--- src/hdl/smpf_pkg.sv ---
// ----------------------------------------------------------------------------
// smpf_pkg
// Shared types and constants of the sliding median pupil filter.
// ----------------------------------------------------------------------------
package smpf_pkg;

  localparam int SMPF_WINDOW_MAX = 32;   // default window depth
  localparam int DW              = 16;   // Q12.4 sample width
  localparam int NCH             = 3;    // x, y, diameter
  localparam int CFG_W           = 6;    // window_length register width
  localparam logic [CFG_W-1:0] LEN_RESET = CFG_W'(5);

  // channel lanes inside a sample vector
  localparam int CH_X = 0;
  localparam int CH_Y = 1;
  localparam int CH_D = 2;

  typedef logic [NCH-1:0][DW-1:0] smpf_vec_t;

  // control broadcast to every cell of the window chain
  typedef struct packed {
    logic load;   // take a new item: shift or fill, seed probe, clear ranks
    logic fill;   // write the item into every cell
    logic step;   // one ranking step: compare broadcast, advance probe
  } smpf_ctrl_t;

endpackage

--- src/hdl/smpf_cell.sv ---
// ----------------------------------------------------------------------------
// smpf_cell
// One window slot: holds a sample of each channel, a probe copy that walks
// toward slot 0, and a rank counter per channel.
// ----------------------------------------------------------------------------
module smpf_cell
  import smpf_pkg::*;
#(
  parameter int IW  = 5,
  parameter int IDX = 0
) (
  input  logic                    clk,
  input  smpf_ctrl_t              ctrl,
  input  smpf_vec_t               sample,
  input  smpf_vec_t               left_win,
  input  smpf_vec_t               right_probe,
  input  smpf_vec_t               bcast,
  input  logic [IW-1:0]           step_idx,
  output smpf_vec_t               win,
  output smpf_vec_t               probe,
  output logic [NCH-1:0][IW-1:0]  rank
);

  localparam logic [IW-1:0] MY_IDX = IW'(IDX);

  smpf_vec_t              win_r, win_nxt;
  smpf_vec_t              probe_r, probe_nxt;
  logic [NCH-1:0][IW-1:0] rank_r, rank_nxt;
  smpf_vec_t              shift_in;

  always_comb begin
    shift_in  = ctrl.fill ? sample : left_win;
    win_nxt   = win_r;
    probe_nxt = probe_r;
    rank_nxt  = rank_r;
    if (ctrl.load) begin
      win_nxt   = shift_in;
      probe_nxt = shift_in;
      rank_nxt  = '0;
    end else if (ctrl.step) begin
      probe_nxt = right_probe;
      // count entries ranked below this one; break ties by slot order
      for (int c = 0; c < NCH; c++) begin
        if ((bcast[c] < win_r[c]) || ((bcast[c] == win_r[c]) && (step_idx < MY_IDX))) begin
          rank_nxt[c] = rank_r[c] + 1'b1;
        end
      end
    end
  end

  always_ff @(posedge clk) begin
    win_r   <= win_nxt;
    probe_r <= probe_nxt;
    rank_r  <= rank_nxt;
  end

  assign win   = win_r;
  assign probe = probe_r;
  assign rank  = rank_r;

endmodule

--- config.mk ---
export PLATFORM = sky130hd
export DESIGN_NAME = smpf_cell
export DESIGN_NICKNAME = d
export VERILOG_FILES = /design/src/hdl/smpf_pkg.sv /design/src/hdl/smpf_cell.sv
export SDC_FILE = /design/constraint.sdc
export NUM_CORES = 1
export LEC_CHECK = 0
export BUFFER_PORTS_ARGS = -buffer_cell sky130_fd_sc_hd__buf_4
export CORE_AREA = 2 2 120 122
export DETAILED_ROUTE_END_ITERATION = 7
export DIE_AREA = 0 0 122 124
export PLACE_DENSITY_LB_ADDON = 0.08
export SLEW_MARGIN = 30
export SYNTH_ARGS = -nofsm -noshare
export SYNTH_HDL_FRONTEND = slang
export SYNTH_SLANG_ARGS = --single-unit
--- constraint.sdc ---
create_clock -name clk -period 2.6 [get_ports clk]
set_input_delay 0.26 -clock clk [delete_from_list [all_inputs] [get_ports clk]]
set_output_delay 0.26 -clock clk [all_outputs]
set_load 0.02 [all_outputs]
* Word level (Yosys, flattened, before mapping)
Cells that the tools add are included.
** Storage, ports and cells
- Output and inout port bits :: 111
- Input port bits :: 201
- Flip-flop bits (word level) :: 111
- Logic and storage cells :: 32
** Operators by class
- $add $sub $neg :: 3
- Muxes and demuxes :: 3
- Magnitude comparators :: 4
- Reductions and logical operators :: 10
- Equality and inequality tests :: 3
** Operators by type and width (number)
- $mux W48 :: 3
- $eq A16 B16 Y1 :: 3
- $lt A16 B16 Y1 :: 3
- $add A5 B1 Y5 const B :: 3
- $reduce_and A2 Y1 :: 3
- $lt A5 B1 Y1 const B :: 1
- $logic_and A1 B1 Y1 :: 3
- $logic_or A1 B1 Y1 :: 3
- $reduce_bool A2 Y1 :: 1

* Longest topological paths before layout
- Depth after elaboration :: 4
- Mapped depth :: 8
- Mapped depth without buffers :: 8

* Least setup slack after synthesis
No wires, ideal clock.
- Kind :: register to register
- Start point :: reg win_r, in the netlist win[15]
- End point :: reg rank_r, in the netlist rank[3]
- Data arrival time :: 2113 ps
- Path buffers :: 0
- Library setup time :: 123 ps
- Data required time :: 2477 ps
- Stages on the path, launching flop included :: 9
- Period minus slack after synthesis :: 2236 ps
- Path slack :: 364 ps
- Path through :: edfxtp_1 inv_1 ha_1 nand4_1 nor2_1 a311o_1 a211oi_4 nand4_1 mux2_1
** Between the ends
- Longest elaborated chain between the ends :: 4
- Elaborated cells between the ends (all ways) :: 5
- Those cells by class :: order compare: 1; eq/ne: 1; reduce/logical: 3
** RTL lines
- from (decl) :: RTL line smpf_cell.sv:26 : smpf_vec_t win_r, win_nxt;
- from (signal assigned) :: RTL line smpf_cell.sv:52 : win_r <= win_nxt;
- parallel branches: the longest is 2 deep, another holds $lt A16 B16 Y1
- $logic_or A1 B1 Y1 * :: RTL line smpf_cell.sv:44 : if ((bcast[c] < win_r[c]) || ((bcast[c] == win_r[c]) && (step_idx < MY_IDX))) begin
- $reduce_and A2 Y1 (no source line) *
- to (signal assigned) :: RTL line smpf_cell.sv:54 : rank_r <= rank_nxt;
- to (decl) :: RTL line smpf_cell.sv:28 : logic [NCH-1:0][IW-1:0] rank_r, rank_nxt;
Mark *: on every way between the ends.
A chain may end at the register's enable or synchronous reset.

* Final worst setup path
- Start point :: reg win_r, in the netlist win[11]
- End point :: reg rank_r, in the netlist rank[3]
Same word-level chain as after synthesis.

==> flow_summary.json <==
{
  "status": "finished clean",
  "dpl.cell_count": 914,
  "layout_common_cells": "buf_4 (306), mux2_2 (96), edfxtp_1 (96)",
  "die_x_um": 122,
  "min_path_type": "primary input to register",
  "cts_inserted_buffers": 9,
  "synthMuxAreaShare_pct": 19.4,
  "yosysTopAreaCellShare_pct": 49.3,
  "grt_max_degree": 49,
  "hold_viol": 0,
  "syn2layout_area_growth_pct": 48.1,
  "wire_per_inst_um": 16.3,
  "power_density_mw_per_mm2": 542,
  "synth-edff-count": 96,
  "async_reset_ff_share_pct": 0,
  "drtPass1Iterations": 4,
  "max_slew_margin_pct": 57.5,
  "drc": 0,
  "grt-ovfl-total": 0,
  "port_buffers": 306,
  "ys_seq_area_share_pct": 54.4,
  "synth_seq_cells": 111,
  "ant_nets": 0,
  "routabilityCongestion": 0.771,
  "netlist_instances": 436,
  "clk_pin_slew_ns": 0.07,
  "root_buffer": "clkbuf_16",
  "finalWirelength_mm": 15.2,
  "start_util_pct": 42.6,
  "clockBufferDepth": 2,
  "multiInputGateArea_mm2": 0.00243,
  "synth_compound_area_share_pct": 4.96,
  "leakagePower_nw": 3.93,
  "cp_slowest_cell": "edfxtp_1",
  "grt_pass1_vias": 4711,
  "yosysUniqueCellTypes": 37,
  "core_area_mm2": 0.0137,
  "clk_latency_ns": 0.35,
  "layoutNonFillerInstCount": 930,
  "period_share_pct": 88.4,
  "finClkSkew_ns": 0.00485,
  "setup_viol": 0,
  "place_hpwl_mm": 12.2,
  "min_period_ns": 2.30,
  "max_stage_delay_ns": 0.39,
  "ys_top_cells_by_area": "edfxtp_1 (49%), mux2_2 (18%), ha_1 (10%)",
  "vias_per_cell": 4.94,
  "synth_area_per_cell_um2": 13.4,
  "seq_area_mm2": 0.00318,
  "crit_arrival_ns": 2.54,
  "path_max_fanout": 6,
  "tightest_slew_ns": 0.637,
  "num_rows": 43,
  "critPathKind": "register to register",
  "vias": 4592,
  "final_common_cell": "buf_4",
  "synth_xor_area_share_pct": 0.449,
  "start_kind": "register",
  "drv_slew": 0,
  "nFillCells": 1126,
  "cts.sinks": 111,
  "dieHeight_um": 124,
  "diodes": 0,
  "ir_drop_mv": 0.338,
  "critPathBufInv": 1,
  "grt_pass1_wl_mm": 22.9,
  "rsz0062_at_grt": "no",
  "yosysWarnings": 0,
  "crit_required_ns": 2.84,
  "worstPathCellList": "inv_1 > ha_1 > a21oi_1 > o21ai_0 > a311o_1 > a211oi_4 > nand4_1 > mux2_1",
  "maxCapViolations": 0,
  "synthAdderAreaFrac_pct": 10.3,
  "nets": 994,
  "path_delay_family": "compound AO/OA/AOI/OAI gates",
  "cts-resized-gates": 0,
  "syn_area_mm2": 0.00585,
  "grtUsageTotal_pct": 19.8,
  "cts_tree": "yes",
  "finalSetupTns_ns": 0,
  "end_kind": "register",
  "post_cts_buffers": 0,
  "antenna_found_initial": 0,
  "synth_top_family_by_area": "multiplexers",
  "hold_buffers": 0,
  "drt_iter0_drc": 103,
  "layout-drive-gt1-share_pct": 56.5,
  "ys.flop_type": "edfxtp_1",
  "synth_fp_nets": 685,
  "h-tree-depth": 3,
  "pin_count": 312,
  "clock.fmax_mhz": 435,
  "die_area_mm2": 0.0151,
  "yosys.area_share.simple_pct": 6.53,
  "synth_top_area_cell": "edfxtp_1"
}
## flip-flops by register name (all words and copies together) (netlist names)
name / count
probe: 48
win: 48
rank: 15
## cells by family after synthesis
logic type | Yosys count
simple gates | 68
fa+ha+maj | 48
xor+xnor | 3
compound gates | 44
buf+inv | 61
mux | 101
flops | 111
## power breakdown
part	switching, mW	total [mW]	internal (mW)
Sequential	0.0769	2.22	2.14
Combinational	0.589	1.22	0.632
Clock	0.612	1.26	0.647
## per-stage QoR
| step | setup WS [ns] | instance area [µm²] | power (mW) | util (%) | hold slack (ns) |
|---|---|---|---|---|---|
| final | 0.303 | 8660 | 4.70 | 63.1 | 0.207 |
| after global placement | 0.394 | 8400 | 3.46 | 61.2 | 0.473 |
| after floorplan | 0.364 | 5850 | 2.86 | - | 0.372 |
| after detailed placement | 0.335 | 8400 | 3.49 | 61.2 | 0.482 |
| after global routing | 0.186 | 8660 | 4.92 | 63.1 | 0.198 |
| after CTS | 0.295 | 8660 | 4.76 | 63.1 | 0.195 |
## synthesized netlist by cell type, types with 2 or more instances
library cell   n
a41oi_1        3
nand4_1        8
inv_1         49
nand3b_1       2
nand3_1        7
xnor2_1        2
a21oi_1       18
ha_1          48
dfxtp_1       15
mux2_1         2
or3_1          6
mux2i_1        3
clkbuf_1       4
buf_1          6
mux2_2        96
buf_2          2
edfxtp_1      96
nor3_1         8
a2111oi_0      2
nand2_1        8
nor2b_1        5
nor4b_1        2
o21ai_0       15
nand2b_1       3
nor2_1        14
## layer usage
layer	GRT usage, %	up-vias	wire length, µm
li1	-	2233	-
met1	20.5	2165	5410
met2	36.8	167	8110
met3	6.27	27	1280
met4	8.19	0	361
met5	0	-	0
## layout make-up
class	count	share of cell area, %
multi-input cells	264	28.1
clock buffers	12	2.73
inverters	49	2.12
flip-flops and latches	111	36.8
repair buffers	310	27.4
clock inverters	4	0.260
well taps	180	2.60
## path summary, 6_finish.rpt
| path | startpoint | to | slack, ns | cells past startpoint |
|---|---|---|---|---|
| worst min register to register | rank[9]$_SDFFE_PP0P_ | rank[9]$_SDFFE_PP0P_ | 0.50 | 2 |
| worst max register to register | win[11]$_DFFE_PP_ | rank[3]$_SDFFE_PP0P_ | 0.30 | 8 |
| worst min-delay path | right_probe[9] | probe[9]$_DFFE_PP_ | 0.21 | 2 |
| worst max-delay path | win[11]$_DFFE_PP_ | rank[3]$_SDFFE_PP0P_ | 0.30 | 8 |
## worst register-to-register path, stage by stage, from the launching register on
cell	delay, ns
edfxtp_1	0.39
inv_1	0.07
ha_1	0.25
a21oi_1	0.18
o21ai_0	0.10
a311o_1	0.33
a211oi_4	0.36
nand4_1	0.17
mux2_1	0.33
Power figures use the tool's default switching activity.
